File: config.mk
export PLATFORM = sky130hd
export DESIGN_NAME = positional_list_engine_core
export DESIGN_NICKNAME = d
export VERILOG_FILES = /design/src/design/plec_pkg.sv /design/src/design/plec_ctrl.sv /design/src/design/plec_dp.sv /design/src/design/positional_list_engine_core.sv
export SDC_FILE = /design/constraint.sdc
export NUM_CORES = 1
export LEC_CHECK = 0
export BUFFER_PORTS_ARGS = -buffer_cell sky130_fd_sc_hd__buf_2
export CORE_MARGIN = 10
export CORE_UTILIZATION = 40
export DETAILED_ROUTE_END_ITERATION = 8
export GPL_TIMING_DRIVEN = 1
export HOLD_SLACK_MARGIN = 0.12
export SLEW_MARGIN = 20
export SYNTH_ARGS = -nofsm -noshare
export SYNTH_HDL_FRONTEND = slang
export SYNTH_HIERARCHICAL = 1
export SYNTH_SLANG_ARGS = --single-unit
File: constraint.sdc
create_clock -name clk_i -period 7.2 [get_ports clk_i]
set_input_delay 0.36 -clock clk_i [delete_from_list [all_inputs] [get_ports clk_i]]
set_output_delay 0.36 -clock clk_i [all_outputs]
set_load 0.01 [all_outputs]
File: src/design/plec_pkg.sv
// Shared types, codes and constants of the positional list engine.
package plec_pkg;

  // Field widths fixed by the transaction format.
  localparam int unsigned DATA_W           = 32;
  localparam int unsigned OP_W             = 3;
  localparam int unsigned POS_IN_W         = 8;
  localparam int unsigned STATUS_W         = 3;
  localparam int unsigned OUT_W            = 5;
  // A display emits at most this many results.
  localparam int unsigned MAX_OUT          = 16;
  localparam int unsigned DEFAULT_CAPACITY = 16;

  typedef enum logic [OP_W-1:0] {
    OP_INSERT  = 3'd0,
    OP_DELETE  = 3'd1,
    OP_DISPLAY = 3'd2,
    OP_REVERSE = 3'd3,
    OP_SEARCH  = 3'd4
  } opcode_e;

  typedef enum logic [STATUS_W-1:0] {
    ST_OK      = 3'd0,
    ST_BADPOS  = 3'd1,
    ST_EMPTY   = 3'd2,
    ST_MISSING = 3'd3,
    ST_FULL    = 3'd4
  } status_e;

  // Per-cycle command from the controller to the datapath.
  typedef enum logic [3:0] {
    CMD_NONE    = 4'd0,
    CMD_LOAD    = 4'd1,
    CMD_REJECT  = 4'd2,
    CMD_UP      = 4'd3,
    CMD_PUT     = 4'd4,
    CMD_DEL_RD  = 4'd5,
    CMD_DOWN    = 4'd6,
    CMD_DEL_END = 4'd7,
    CMD_DISP    = 4'd8,
    CMD_REV_RD  = 4'd9,
    CMD_REV_WA  = 4'd10,
    CMD_REV_WB  = 4'd11,
    CMD_SRCH    = 4'd12
  } cmd_e;

  // Status flags from the datapath to the controller.
  typedef struct packed {
    opcode_e op;
    logic    ins_bad;
    logic    full;
    logic    empty;
    logic    del_bad;
    logic    up_more;
    logic    down_more;
    logic    disp_more;
    logic    scan_more;
    logic    rev_more;
    logic    hit;
    logic    pend;
  } dp_stat_t;

endpackage

File: src/design/plec_ctrl.sv
// Controller state machine of the positional list engine.
module plec_ctrl (
  input  logic              clk_i,
  input  logic              rst_ni,
  input  logic              start_i,
  input  plec_pkg::dp_stat_t stat_i,
  output plec_pkg::cmd_e    cmd_o,
  output logic              busy_o
);
  import plec_pkg::*;

  typedef enum logic [11:0] {
    S_IDLE    = 12'b0000_0000_0001,
    S_CHECK   = 12'b0000_0000_0010,
    S_UP      = 12'b0000_0000_0100,
    S_PUT     = 12'b0000_0000_1000,
    S_DEL_RD  = 12'b0000_0001_0000,
    S_DOWN    = 12'b0000_0010_0000,
    S_DEL_END = 12'b0000_0100_0000,
    S_DISP    = 12'b0000_1000_0000,
    S_REV_RD  = 12'b0001_0000_0000,
    S_REV_WA  = 12'b0010_0000_0000,
    S_REV_WB  = 12'b0100_0000_0000,
    S_SRCH    = 12'b1000_0000_0000
  } state_e;

  state_e state_q, state_d;
  logic   reject;

  // Decide whether the captured transaction fails its checks.
  always_comb begin
    unique case (stat_i.op)
      OP_INSERT:  reject = stat_i.ins_bad | stat_i.full;
      OP_DELETE:  reject = stat_i.empty | stat_i.del_bad;
      OP_DISPLAY: reject = stat_i.empty;
      OP_REVERSE: reject = 1'b0;
      OP_SEARCH:  reject = 1'b0;
      default:    reject = 1'b1;
    endcase
  end

  // Next state and command.
  always_comb begin
    state_d = state_q;
    cmd_o   = CMD_NONE;
    unique case (state_q)
      S_IDLE: begin
        if (start_i) begin
          cmd_o   = CMD_LOAD;
          state_d = S_CHECK;
        end
      end
      S_CHECK: begin
        if (reject) begin
          cmd_o   = CMD_REJECT;
          state_d = S_IDLE;
        end else begin
          unique case (stat_i.op)
            OP_INSERT:  state_d = S_UP;
            OP_DELETE:  state_d = S_DEL_RD;
            OP_DISPLAY: state_d = S_DISP;
            OP_REVERSE: state_d = S_REV_RD;
            OP_SEARCH:  state_d = S_SRCH;
            default:    state_d = S_IDLE;
          endcase
        end
      end
      S_UP: begin
        cmd_o = CMD_UP;
        if (!stat_i.up_more) state_d = S_PUT;
      end
      S_PUT: begin
        cmd_o   = CMD_PUT;
        state_d = S_IDLE;
      end
      S_DEL_RD: begin
        cmd_o   = CMD_DEL_RD;
        state_d = S_DOWN;
      end
      S_DOWN: begin
        cmd_o = CMD_DOWN;
        if (!stat_i.down_more) state_d = S_DEL_END;
      end
      S_DEL_END: begin
        cmd_o   = CMD_DEL_END;
        state_d = S_IDLE;
      end
      S_DISP: begin
        cmd_o = CMD_DISP;
        if (!stat_i.disp_more) state_d = S_IDLE;
      end
      S_REV_RD: begin
        cmd_o   = CMD_REV_RD;
        state_d = stat_i.rev_more ? S_REV_WA : S_IDLE;
      end
      S_REV_WA: begin
        cmd_o   = CMD_REV_WA;
        state_d = S_REV_WB;
      end
      S_REV_WB: begin
        cmd_o   = CMD_REV_WB;
        state_d = S_REV_RD;
      end
      S_SRCH: begin
        cmd_o = CMD_SRCH;
        if (stat_i.hit || (!stat_i.scan_more && !stat_i.pend)) state_d = S_IDLE;
      end
      default: begin
        state_d = S_IDLE;
      end
    endcase
  end

  // State register.
  always_ff @(posedge clk_i or negedge rst_ni) begin
    if (!rst_ni) begin
      state_q <= S_IDLE;
    end else begin
      state_q <= state_d;
    end
  end

  assign busy_o = (state_q != S_IDLE);

endmodule

File: src/design/plec_dp.sv
// Datapath of the positional list engine: element memory, indices and result register.
module plec_dp #(
  parameter int unsigned CAPACITY = plec_pkg::DEFAULT_CAPACITY
) (
  input  logic                                clk_i,
  input  logic                                rst_ni,
  input  plec_pkg::cmd_e                      cmd_i,
  input  logic        [plec_pkg::OP_W-1:0]     opcode_i,
  input  logic signed [plec_pkg::DATA_W-1:0]   value_in_i,
  input  logic        [plec_pkg::POS_IN_W-1:0] position_in_i,
  output plec_pkg::dp_stat_t                  stat_o,
  output logic                                valid_o,
  output logic        [plec_pkg::STATUS_W-1:0] status_o,
  output logic signed [plec_pkg::DATA_W-1:0]   value_out_o,
  output logic        [plec_pkg::OUT_W-1:0]    position_out_o,
  output logic        [plec_pkg::OUT_W-1:0]    list_length_o,
  output logic                                last_o
);
  import plec_pkg::*;

  localparam int unsigned AW = $clog2(CAPACITY);
  localparam int unsigned CW = $clog2(CAPACITY + 1);

  // Result fields are five bits wide and wrap above 31.
  function automatic logic [OUT_W-1:0] to_out(input logic [CW-1:0] v);
    logic [7:0] w;
    w = 8'(v);
    return w[OUT_W-1:0];
  endfunction

  // Element memory and its registered read ports.
  logic [DATA_W-1:0] mem_q [CAPACITY];
  logic [DATA_W-1:0] rd_a_q, rd_b_q;
  logic              mem_we, rda_en, rdb_en;
  logic [AW-1:0]     mem_waddr, rda_addr, rdb_addr;
  logic [DATA_W-1:0] mem_wdata;

  // Captured transaction and walk state.
  opcode_e             op_q, op_d;
  logic [DATA_W-1:0]   val_q, val_d;
  logic [POS_IN_W-1:0] pos_q, pos_d;
  logic [CW-1:0]       count_q, count_d;
  logic [CW-1:0]       ia_q, ia_d, ib_q, ib_d, ea_q, ea_d;
  logic [AW-1:0]       wa_q, wa_d;
  logic                wb_q, wb_d, pend_q, pend_d;

  // Result register.
  logic              out_valid_q, out_valid_d;
  status_e           out_status_q, out_status_d;
  logic [DATA_W-1:0] out_value_q, out_value_d;
  logic [OUT_W-1:0]  out_pos_q, out_pos_d, out_len_q, out_len_d;
  logic              out_last_q, out_last_d;

  // Comparisons shared by the controller flags and the walks.
  logic [8:0]          cnt9, pos9, ia9, ea9, n9;
  logic [CW-1:0]       ia_inc, ia_dec, ea_inc;
  logic [POS_IN_W-1:0] pos_dec;
  status_e             reject_status;

  assign cnt9    = 9'(count_q);
  assign pos9    = {1'b0, pos_q};
  assign ia9     = 9'(ia_q);
  assign ea9     = 9'(ea_q);
  assign n9      = (cnt9 > 9'(MAX_OUT)) ? 9'(MAX_OUT) : cnt9;
  assign ia_inc  = ia_q + CW'(1);
  assign ia_dec  = ia_q - CW'(1);
  assign ea_inc  = ea_q + CW'(1);
  assign pos_dec = pos_q - POS_IN_W'(1);

  assign stat_o.op        = op_q;
  assign stat_o.ins_bad   = (pos_q == '0) || (pos9 > cnt9 + 9'd1);
  assign stat_o.full      = (cnt9 == 9'(CAPACITY));
  assign stat_o.empty     = (count_q == '0);
  assign stat_o.del_bad   = (pos_q == '0) || (pos9 > cnt9);
  assign stat_o.up_more   = (ia9 >= pos9);
  assign stat_o.down_more = (ia9 + 9'd1 < cnt9);
  assign stat_o.disp_more = (ia9 < n9);
  assign stat_o.scan_more = (ia_q < count_q);
  assign stat_o.rev_more  = (ia_q < ib_q);
  assign stat_o.hit       = pend_q && (rd_a_q == val_q);
  assign stat_o.pend      = pend_q;

  // Status reported when a transaction fails its checks.
  always_comb begin
    unique case (op_q)
      OP_INSERT:  reject_status = stat_o.ins_bad ? ST_BADPOS : ST_FULL;
      OP_DELETE:  reject_status = stat_o.empty ? ST_EMPTY : ST_BADPOS;
      OP_DISPLAY: reject_status = ST_EMPTY;
      default:    reject_status = ST_BADPOS;
    endcase
  end

  // Command decode: memory accesses, index updates and results.
  always_comb begin
    op_d         = op_q;
    val_d        = val_q;
    pos_d        = pos_q;
    count_d      = count_q;
    ia_d         = ia_q;
    ib_d         = ib_q;
    ea_d         = ea_q;
    wa_d         = wa_q;
    wb_d         = wb_q;
    pend_d       = pend_q;
    mem_we       = 1'b0;
    mem_waddr    = '0;
    mem_wdata    = '0;
    rda_en       = 1'b0;
    rda_addr     = '0;
    rdb_en       = 1'b0;
    rdb_addr     = '0;
    out_valid_d  = 1'b0;
    out_status_d = ST_OK;
    out_value_d  = '0;
    out_pos_d    = '0;
    out_len_d    = to_out(count_q);
    out_last_d   = 1'b1;
    unique case (cmd_i)
      CMD_LOAD: begin
        op_d   = opcode_e'(opcode_i);
        val_d  = value_in_i;
        pos_d  = position_in_i;
        wb_d   = 1'b0;
        pend_d = 1'b0;
        if (opcode_i == OP_DELETE) begin
          ia_d = CW'(position_in_i - POS_IN_W'(1));
        end else if (opcode_i == OP_INSERT) begin
          ia_d = count_q;
        end else begin
          ia_d = '0;
        end
        ib_d = (count_q == '0) ? '0 : count_q - CW'(1);
      end
      CMD_REJECT: begin
        out_valid_d  = 1'b1;
        out_status_d = reject_status;
      end
      CMD_UP: begin
        // Move entries one place up, from the tail down to the insert point.
        if (wb_q) begin
          mem_we    = 1'b1;
          mem_waddr = wa_q;
          mem_wdata = rd_a_q;
        end
        if (stat_o.up_more) begin
          rda_en   = 1'b1;
          rda_addr = ia_dec[AW-1:0];
          wa_d     = ia_q[AW-1:0];
          wb_d     = 1'b1;
          ia_d     = ia_dec;
        end else begin
          wb_d = 1'b0;
        end
      end
      CMD_PUT: begin
        mem_we       = 1'b1;
        mem_waddr    = pos_dec[AW-1:0];
        mem_wdata    = val_q;
        count_d      = count_q + CW'(1);
        out_valid_d  = 1'b1;
        out_pos_d    = pos_q[OUT_W-1:0];
        out_len_d    = to_out(count_q + CW'(1));
      end
      CMD_DEL_RD: begin
        rdb_en   = 1'b1;
        rdb_addr = ia_q[AW-1:0];
      end
      CMD_DOWN: begin
        // Move entries one place down, from the delete point to the tail.
        if (wb_q) begin
          mem_we    = 1'b1;
          mem_waddr = wa_q;
          mem_wdata = rd_a_q;
        end
        if (stat_o.down_more) begin
          rda_en   = 1'b1;
          rda_addr = ia_inc[AW-1:0];
          wa_d     = ia_q[AW-1:0];
          wb_d     = 1'b1;
          ia_d     = ia_inc;
        end else begin
          wb_d = 1'b0;
        end
      end
      CMD_DEL_END: begin
        count_d     = count_q - CW'(1);
        out_valid_d = 1'b1;
        out_value_d = rd_b_q;
        out_len_d   = to_out(count_q - CW'(1));
      end
      CMD_DISP: begin
        if (pend_q) begin
          out_valid_d = 1'b1;
          out_value_d = rd_a_q;
          out_pos_d   = to_out(ea_inc);
          out_last_d  = (ea9 + 9'd1 == n9);
        end
        if (stat_o.disp_more) begin
          rda_en   = 1'b1;
          rda_addr = ia_q[AW-1:0];
          pend_d   = 1'b1;
          ea_d     = ia_q;
          ia_d     = ia_inc;
        end else begin
          pend_d = 1'b0;
        end
      end
      CMD_REV_RD: begin
        if (stat_o.rev_more) begin
          rda_en   = 1'b1;
          rda_addr = ia_q[AW-1:0];
          rdb_en   = 1'b1;
          rdb_addr = ib_q[AW-1:0];
        end else begin
          out_valid_d = 1'b1;
        end
      end
      CMD_REV_WA: begin
        mem_we    = 1'b1;
        mem_waddr = ia_q[AW-1:0];
        mem_wdata = rd_b_q;
      end
      CMD_REV_WB: begin
        mem_we    = 1'b1;
        mem_waddr = ib_q[AW-1:0];
        mem_wdata = rd_a_q;
        ia_d      = ia_inc;
        ib_d      = ib_q - CW'(1);
      end
      CMD_SRCH: begin
        // Compare each read in the cycle after it is issued.
        if (stat_o.hit) begin
          out_valid_d = 1'b1;
          out_value_d = val_q;
          out_pos_d   = to_out(ea_inc);
        end else if (stat_o.scan_more) begin
          rda_en   = 1'b1;
          rda_addr = ia_q[AW-1:0];
          pend_d   = 1'b1;
          ea_d     = ia_q;
          ia_d     = ia_inc;
        end else if (pend_q) begin
          pend_d = 1'b0;
        end else begin
          out_valid_d  = 1'b1;
          out_status_d = ST_MISSING;
        end
      end
      default: begin
      end
    endcase
  end

  // Element memory: one write port, two registered read ports.
  always_ff @(posedge clk_i) begin
    if (mem_we) mem_q[mem_waddr] <= mem_wdata;
    if (rda_en) rd_a_q <= mem_q[rda_addr];
    if (rdb_en) rd_b_q <= mem_q[rdb_addr];
  end

  // Control registers.
  always_ff @(posedge clk_i or negedge rst_ni) begin
    if (!rst_ni) begin
      count_q     <= '0;
      wb_q        <= 1'b0;
      pend_q      <= 1'b0;
      out_valid_q <= 1'b0;
    end else begin
      count_q     <= count_d;
      wb_q        <= wb_d;
      pend_q      <= pend_d;
      out_valid_q <= out_valid_d;
    end
  end

  // Payload registers.
  always_ff @(posedge clk_i) begin
    op_q         <= op_d;
    val_q        <= val_d;
    pos_q        <= pos_d;
    ia_q         <= ia_d;
    ib_q         <= ib_d;
    ea_q         <= ea_d;
    wa_q         <= wa_d;
    out_status_q <= out_status_d;
    out_value_q  <= out_value_d;
    out_pos_q    <= out_pos_d;
    out_len_q    <= out_len_d;
    out_last_q   <= out_last_d;
  end

  assign valid_o        = out_valid_q;
  assign status_o       = out_status_q;
  assign value_out_o    = out_value_q;
  assign position_out_o = out_pos_q;
  assign list_length_o  = out_len_q;
  assign last_o         = out_last_q;

endmodule

File: src/design/positional_list_engine_core.sv
// Top level of the positional list engine: controller, datapath and checks.
//
//  Channel   Handshake          Payload
//  --------  -----------------  ----------------------------------------------------
//  command   start, busy        opcode_i, value_in_i, position_in_i
//  result    valid_o (strobe)   status_o, value_out_o, position_out_o,
//                               list_length_o, last_o
//
// A transaction is taken when start is high and busy is low; busy falls as the final result
// is registered. An insert moves entries up one place from the tail, then writes the value;
// a delete reads the entry, then moves the entries above it down; display and search read
// entries from the head; reverse swaps pairs from both ends, reading a pair, then writing both.
// The single write port of the element memory moves one entry per cycle during a shift.
// Reset clears the element count and the controller; the receiver cannot stall a result.
module positional_list_engine_core #(
  parameter int unsigned CAPACITY = plec_pkg::DEFAULT_CAPACITY
) (
  input  logic                                clk_i,
  input  logic                                rst_ni,
  input  logic                                start,
  input  logic        [plec_pkg::OP_W-1:0]     opcode_i,
  input  logic signed [plec_pkg::DATA_W-1:0]   value_in_i,
  input  logic        [plec_pkg::POS_IN_W-1:0] position_in_i,
  output logic                                busy,
  output logic                                valid_o,
  output logic        [plec_pkg::STATUS_W-1:0] status_o,
  output logic signed [plec_pkg::DATA_W-1:0]   value_out_o,
  output logic        [plec_pkg::OUT_W-1:0]    position_out_o,
  output logic        [plec_pkg::OUT_W-1:0]    list_length_o,
  output logic                                last_o
);
  import plec_pkg::*;

  cmd_e     cmd;
  dp_stat_t stat;

  // Sequencer.
  plec_ctrl u_ctrl (
    .clk_i   (clk_i),
    .rst_ni  (rst_ni),
    .start_i (start),
    .stat_i  (stat),
    .cmd_o   (cmd),
    .busy_o  (busy)
  );

  // Element store and result generation.
  plec_dp #(
    .CAPACITY (CAPACITY)
  ) u_dp (
    .clk_i          (clk_i),
    .rst_ni         (rst_ni),
    .cmd_i          (cmd),
    .opcode_i       (opcode_i),
    .value_in_i     (value_in_i),
    .position_in_i  (position_in_i),
    .stat_o         (stat),
    .valid_o        (valid_o),
    .status_o       (status_o),
    .value_out_o    (value_out_o),
    .position_out_o (position_out_o),
    .list_length_o  (list_length_o),
    .last_o         (last_o)
  );

  // An accepted transaction takes the controller out of idle.
  a_accept_busy: assert property (@(posedge clk_i) disable iff (!rst_ni)
    start && !busy |=> busy)
    else $error("accepted transaction did not make the block busy");

  // The datapath captures a transaction only while the controller is idle.
  a_load_idle: assert property (@(posedge clk_i) disable iff (!rst_ni)
    (cmd == CMD_LOAD) |-> !busy)
    else $error("transaction captured while busy");

  // A result that is not the final one leaves more work in progress.
  a_more_busy: assert property (@(posedge clk_i) disable iff (!rst_ni)
    valid_o && !last_o |-> busy)
    else $error("non-final result with the block idle");

  // The reported length never exceeds the capacity where it cannot wrap.
  a_len_bound: assert property (@(posedge clk_i) disable iff (!rst_ni)
    valid_o |-> (CAPACITY > 31) || (int'(list_length_o) <= CAPACITY))
    else $error("list length above capacity");

endmodule

Word level (Yosys, flattened, before mapping)
Memories as Yosys holds them, arrays and structs flattened. A register that Yosys moved wholly into a read port is not among the register bits.
Index checks and enable logic that the tools add are counted.
W data, S select, Z words.
{"block": "classes", "addsub": 11, "n_lt_le_gt_ge": 8, "n_eq_ne": 43, "n_mux": 79, "bitwise": 2, "reduce_logical": 27}
{"operator": "$pmux W32 S4", "n": 1}
{"operator": "$pmux W12 S10", "n": 1}
{"operator": "$mux W32", "n": 3}
{"operator": "$pmux W32 S3", "n": 1}
{"operator": "$mux W12", "n": 6}
{"operator": "$mux W5", "n": 14}
{"operator": "$pmux W12 S5", "n": 1}
{"operator": "$pmux W4 S12", "n": 1}
{"operator": "$mux W4", "n": 10}
{"operator": "$eq A32 B32 Y1", "n": 1}
{"operator": "$pmux W5 S2", "n": 3}
{"operator": "$pmux W5 S6", "n": 1}
{"operator": "$eq A4 B4 Y1 const B", "n": 5}
{"operator": "$pmux W4 S5", "n": 1}
{"operator": "$sub A5 B1 Y5 const B", "n": 4}
{"operator": "$add A5 B1 Y6 const B", "n": 3}
{"operator": "$ne A2 B2 Y1 const B", "n": 9}
{"operator": "$eq A4 B3 Y1 const B", "n": 4}
{"operator": "$mux W1", "n": 16}
{"operator": "$pmux W4 S2", "n": 2}
{"operator": "$pmux W4 S4", "n": 1}
{"operator": "$add A5 B1 Y5 const B", "n": 3}
{"operator": "$pmux W5 S3", "n": 1}
{"operator": "$eq A12 B1 Y1 const B", "n": 1}
{"operator": "54 further kinds", "n": 77}
{"block": "totals", "reg_bits": 128, "ram_bits": 512, "output_inout_bits": 48, "n_memories": 1}
{"memory": "u_dp.mem_q", "words": 16, "word_bits": 32, "rd": 2, "rd_ports_with_merged_regs": 2, "wr": 1, "line": "plec_dp.sv:32", "text": "logic [DATA_W-1:0] mem_q [CAPACITY];"}

Logic depth before layout (Yosys ltp)
{"block": "logic_depth", "depth_word": 12, "mapped_depth": 30}

Modules after synthesis
The synthesis kept the hierarchy.
{"module": "plec_dp", "instances": 1, "cells_each": 3104, "area_per_inst_um2": 33603.5, "seq_area_each_um2": 20279.4}
{"module": "plec_ctrl", "instances": 1, "cells_each": 115, "area_per_inst_um2": 955.9, "seq_area_each_um2": 301.5}

Worst setup path after synthesis
Ideal clock, no wire load.
{"block": "synth_timing", "path_type": "flip-flop to flip-flop", "startpoint": "register u_dp.count_q[1]", "endpoint": "register u_dp.ib_q[0], enable pin", "setup_time_ns": 0.313, "arrival_ns": 6.549, "required_ns": 6.887, "setup_slack_ns": 0.338, "stages_incl_launch_ff": 22, "path_cell_list": "dfrtp_1 -> clkbuf_1 -> inv_1 -> ha_1 -> inv_1 -> ha_1 -> nor2b_1 -> o21a_1 -> o21a_1 -> o21ai_0 -> nand2b_1 -> a21oi_1 -> o221a_2 -> inv_1 -> nor2_1 -> o21ai_0 -> o211ai_1 -> nand3_1 -> clkbuf_1 -> nand2b_1 -> nor3_1 -> or2_2"}
{"element": "start: declaration", "line": "plec_dp.sv:42", "text": "logic [CW-1:0] count_q, count_d;"}
{"element": "start signal: assignment", "line": "plec_dp.sv:269", "text": "count_q <= count_d;"}
{"element": "end signal: assignment", "line": "plec_dp.sv:282", "text": "ib_q <= ib_d;"}
{"element": "end: declaration", "line": "plec_dp.sv:43", "text": "logic [CW-1:0] ia_q, ia_d, ib_q, ib_d, ea_q, ea_d;"}

==> impl_metrics.toml <==
[outcome]
status = "finished clean"

[worst_setup_path]
cp_max_fo = 17
critical_path_class = "flip-flop to flip-flop"
cp_cell_sequence = "inv_1 -> ha_1 -> inv_1 -> ha_1 -> nor2b_1 -> o21a_1 -> o21a_1 -> o21ai_0 -> nand2b_1 -> a21oi_1 -> o221a_2 -> inv_1 -> nor2_1 -> o21ai_0 -> o211ai_1 -> nand3_1 -> nand3b_1 -> a211oi_2 -> or3_1 -> o22ai_1 -> nand2_2 -> buf_4 -> o32ai_1 -> a221o_1"
cpMaxStageDelayCell = "a211oi_2"
cp.buffers_inverters = 4
crit_top_cell = "inv_1"
arrival_ns = 7.07
r2r_start = "u_dp/count_q[0]"
reg2reg_slack_ns = 0.50
cpPeakStageDelay_ns = 0.72
rr_worst_depth = 24
cp-end-kind = "flip-flop"
r2r-end = "u_dp/rd_a_q[0]"
critPathTopFamily = "compound AO/OA/AOI/OAI gates"
cp-start-kind = "flip-flop"
cp.required_ns = 7.57

[placement]
portBuffers = 93
place_hpwl_um = 65830
dp_cells = 4291
gp_congestion = 0.9257

[cts]
clk_latency_ns = 0.63
clk_pin_slew_ns = 0.06
cts_buffer_depth = 3
cts_tree = "yes"
cts_buffers = 75
htreeDepth = 3
clock_sinks = 704
cts-root-buf = "clkbuf_16"
ctsResizeCount = 0

[timing]
rsz0062_at_grt = "no"
fin_crit_sh_pct = 93.12
maxSlewHeadroom_pct = 25.75
finalSetupViolCount = 0
hold_ws_ns = 0.2404
fin_crit_ns = 6.705
tns_ns = 0
max_freq_mhz = 149.1
final_max_slew_viol_count = 0
clock_skew_ns = 0.02871
tightest_slew_ns = 1.114
hold_viol = 0

[yosys]
yosysTopAreaCell = "edfxtp_1"
syn_area_mm2 = 0.03456
avgSynthCellArea_um2 = 10.74
synth_adder_area_share_pct = 1.412
synth_xor_area_share_pct = 1.546
synth-simple-area-share_pct = 19.88
synth_warnings = 6
synthMuxAreaShare_pct = 3.034
synth_seq_cells = 704
synth_edf_count = 638
syn_inst = 3219
synth_top_flop_cell = "edfxtp_1"
synth-compound-area-share_pct = 10.84
synth.net_count = 3304
synth-seq-area-share_pct = 59.55
synth_area_leaders = "edfxtp_1, nand2_1, and3_1"
ys_types = 81
synthArstFlopShare_pct = 2.841
synth_top_area_share_pct = 55.44
synth_top_family_by_area = "simple AND/OR/NAND/NOR gates"

[cells_and_area]
fin_cells = 4470
fin_util_pct = 46.33
layout_common_cells = "nand2_1, edfxtp_1, nand3_1"
diodes = 0
areaGrowthSynthToFinish_pct = 14.50
n_fill_cell = 7776
nets = 3355
drive_above_1_share_pct = 11.24
layout_commonest_cell = "nand2_1"

[global_routing]
grt_max_degree = 111
antenna_found_initial = 0
track_usage_pct = 22.34
grt-ovfl-total = 0
grt_pass1_vias = 25580
grt_pass1_wl_um = 167700

[floorplanning]
io_pins = 94
rows = 107
core_area_mm2 = 0.08541
die_h_um = 313.9
die_area_mm2 = 0.09856
initial_utilization_pct = 40.46
die_w_um = 313.9

[routing]
num_vias = 27000
detail_route.iter0.violations = 3312
drtAntennaViolNets = 0
vias_per_cell = 6.041
wl_per_cell_um = 25.48
drt_first_pass_iters = 9
drc = 0
wl_um = 113900

[flow_run]
maxCapViolations = 0

[pwr]
p_leak_nw = 15.19
max-vdd-ir-drop_mv = 0.2049
powerDensity_mw_per_mm2 = 290.9

[min_path]
hp-class = "primary input to async pin"
==> registers in the layout, indices dropped and copies added (netlist names) <==
| name | flops |
|---|---|
| u_dp/wa_q | 4 |
| u_dp/rd_b_q | 32 |
| u_dp/valid_o | 1 |
| u_dp/val_q | 32 |
| u_dp/position_out_o | 5 |
| u_dp/pos_q | 8 |
| u_ctrl/state_q | 12 |
| u_dp/wb_q | 1 |
| u_dp/ia_q | 5 |
| u_dp/mem_q | 512 |
| u_dp/ib_q | 5 |
| u_dp/rd_a_q | 32 |
| u_dp/last_o | 1 |
| u_dp/pend_q | 1 |
| u_dp/ea_q | 5 |
| u_dp/value_out_o | 32 |
| u_dp/count_q | 5 |
| u_dp/list_length_o | 5 |
| u_dp/op_q | 3 |
| u_dp/status_o | 3 |
==> worst max-delay path by stage <==
stage                          startpoint              end  slack, ns  cells past startpoint
after floorplan           u_dp/count_q[1]     u_dp/ib_q[0]       0.34                     21
after global placement    u_dp/count_q[0]  u_dp/rd_a_q[25]       0.75                     24
after detailed placement  u_dp/count_q[0]   u_dp/rd_a_q[0]       0.66                     24
after CTS                 u_dp/count_q[0]   u_dp/rd_a_q[0]       0.60                     24
after global routing      u_dp/count_q[0]  u_dp/rd_a_q[20]       0.05                     24
final                     u_dp/count_q[0]   u_dp/rd_a_q[0]       0.50                     24
==> what timing repair did <==
item	in CTS	in global routing
hold buffers	45	0
setup buffers	0	0
endpoints found under the hold margin	64	0
==> layer usage <==
metal | GRT usage (%) | vias up | share of wire, %
met1 | 29.53 | 13220 | 40
met2 | 36.22 | 1433 | 47
li1 | - | 12050 | -
met3 | 3.255 | 296 | 8.9
met4 | 9.798 | 0 | 4.3
met5 | 0 | - | 0
==> cells by family (layout without fill, tap and decap cells) <==
kind of cell / Yosys count / in the layout
fa+ha+maj: 39 / 39
compound gates: 490 / 490
xor+xnor: 61 / 61
buf+inv: 305 / 412
flops: 704 / 704
mux: 100 / 100
simple gates: 1520 / 1520
==> cells in the mapped netlist (10+ instances only) <==
master	n
a21oi_1	58
a221o_1	34
a222oi_1	34
a22oi_1	36
a311oi_1	96
a31oi_1	100
and3_1	198
buf_1	10
buf_2	45
buf_6	11
clkbuf_1	177
dfrtp_1	19
dfxtp_1	46
edfxtp_1	638
ha_1	39
inv_1	59
mux2_2	34
mux2i_1	65
nand2_1	885
nand2b_1	22
nand3_1	242
nand4_1	19
nor2_1	65
nor3_1	23
o21ai_0	22
o22ai_1	11
o32ai_1	33
xnor2_1	54
==> metrics by stage <==
stage	cell area, um^2	total power, mW	worst slack, ns
after floorplan	34560	6.692	0.3379
after global placement	36610	7.525	0.7494
after detailed placement	36610	7.538	0.6596
after CTS	39560	11.53	0.6048
after global routing	39570	11.95	0.05081
final	39570	11.51	0.4950
==> power breakdown <==
group / switching, mW / total (mW) / internal (mW) / leakage [nW]
registers: 0.268 / 4.97 / 4.71 / 5.39
logic: 1.61 / 2.55 / 0.944 / 8.58
clock network: 1.63 / 3.98 / 2.35 / 1.22
total: 3.51 / 11.5 / 8.00 / 15.2
==> cell type report <==
| class | count | area, um^2 | area share [%] |
|---|---|---|---|
| clock inverter | 36 | 432.9 | 1.094 |
| inverter | 60 | 225.2 | 0.5691 |
| timing repair buffer | 219 | 1903 | 4.809 |
| tap | 1144 | 1431 | 3.617 |
| clock buffer | 97 | 2066 | 5.220 |
| multi-input combinational | 2210 | 12930 | 32.68 |
| sequential | 704 | 20580 | 52.01 |
(Power assumes the default switching activity.)
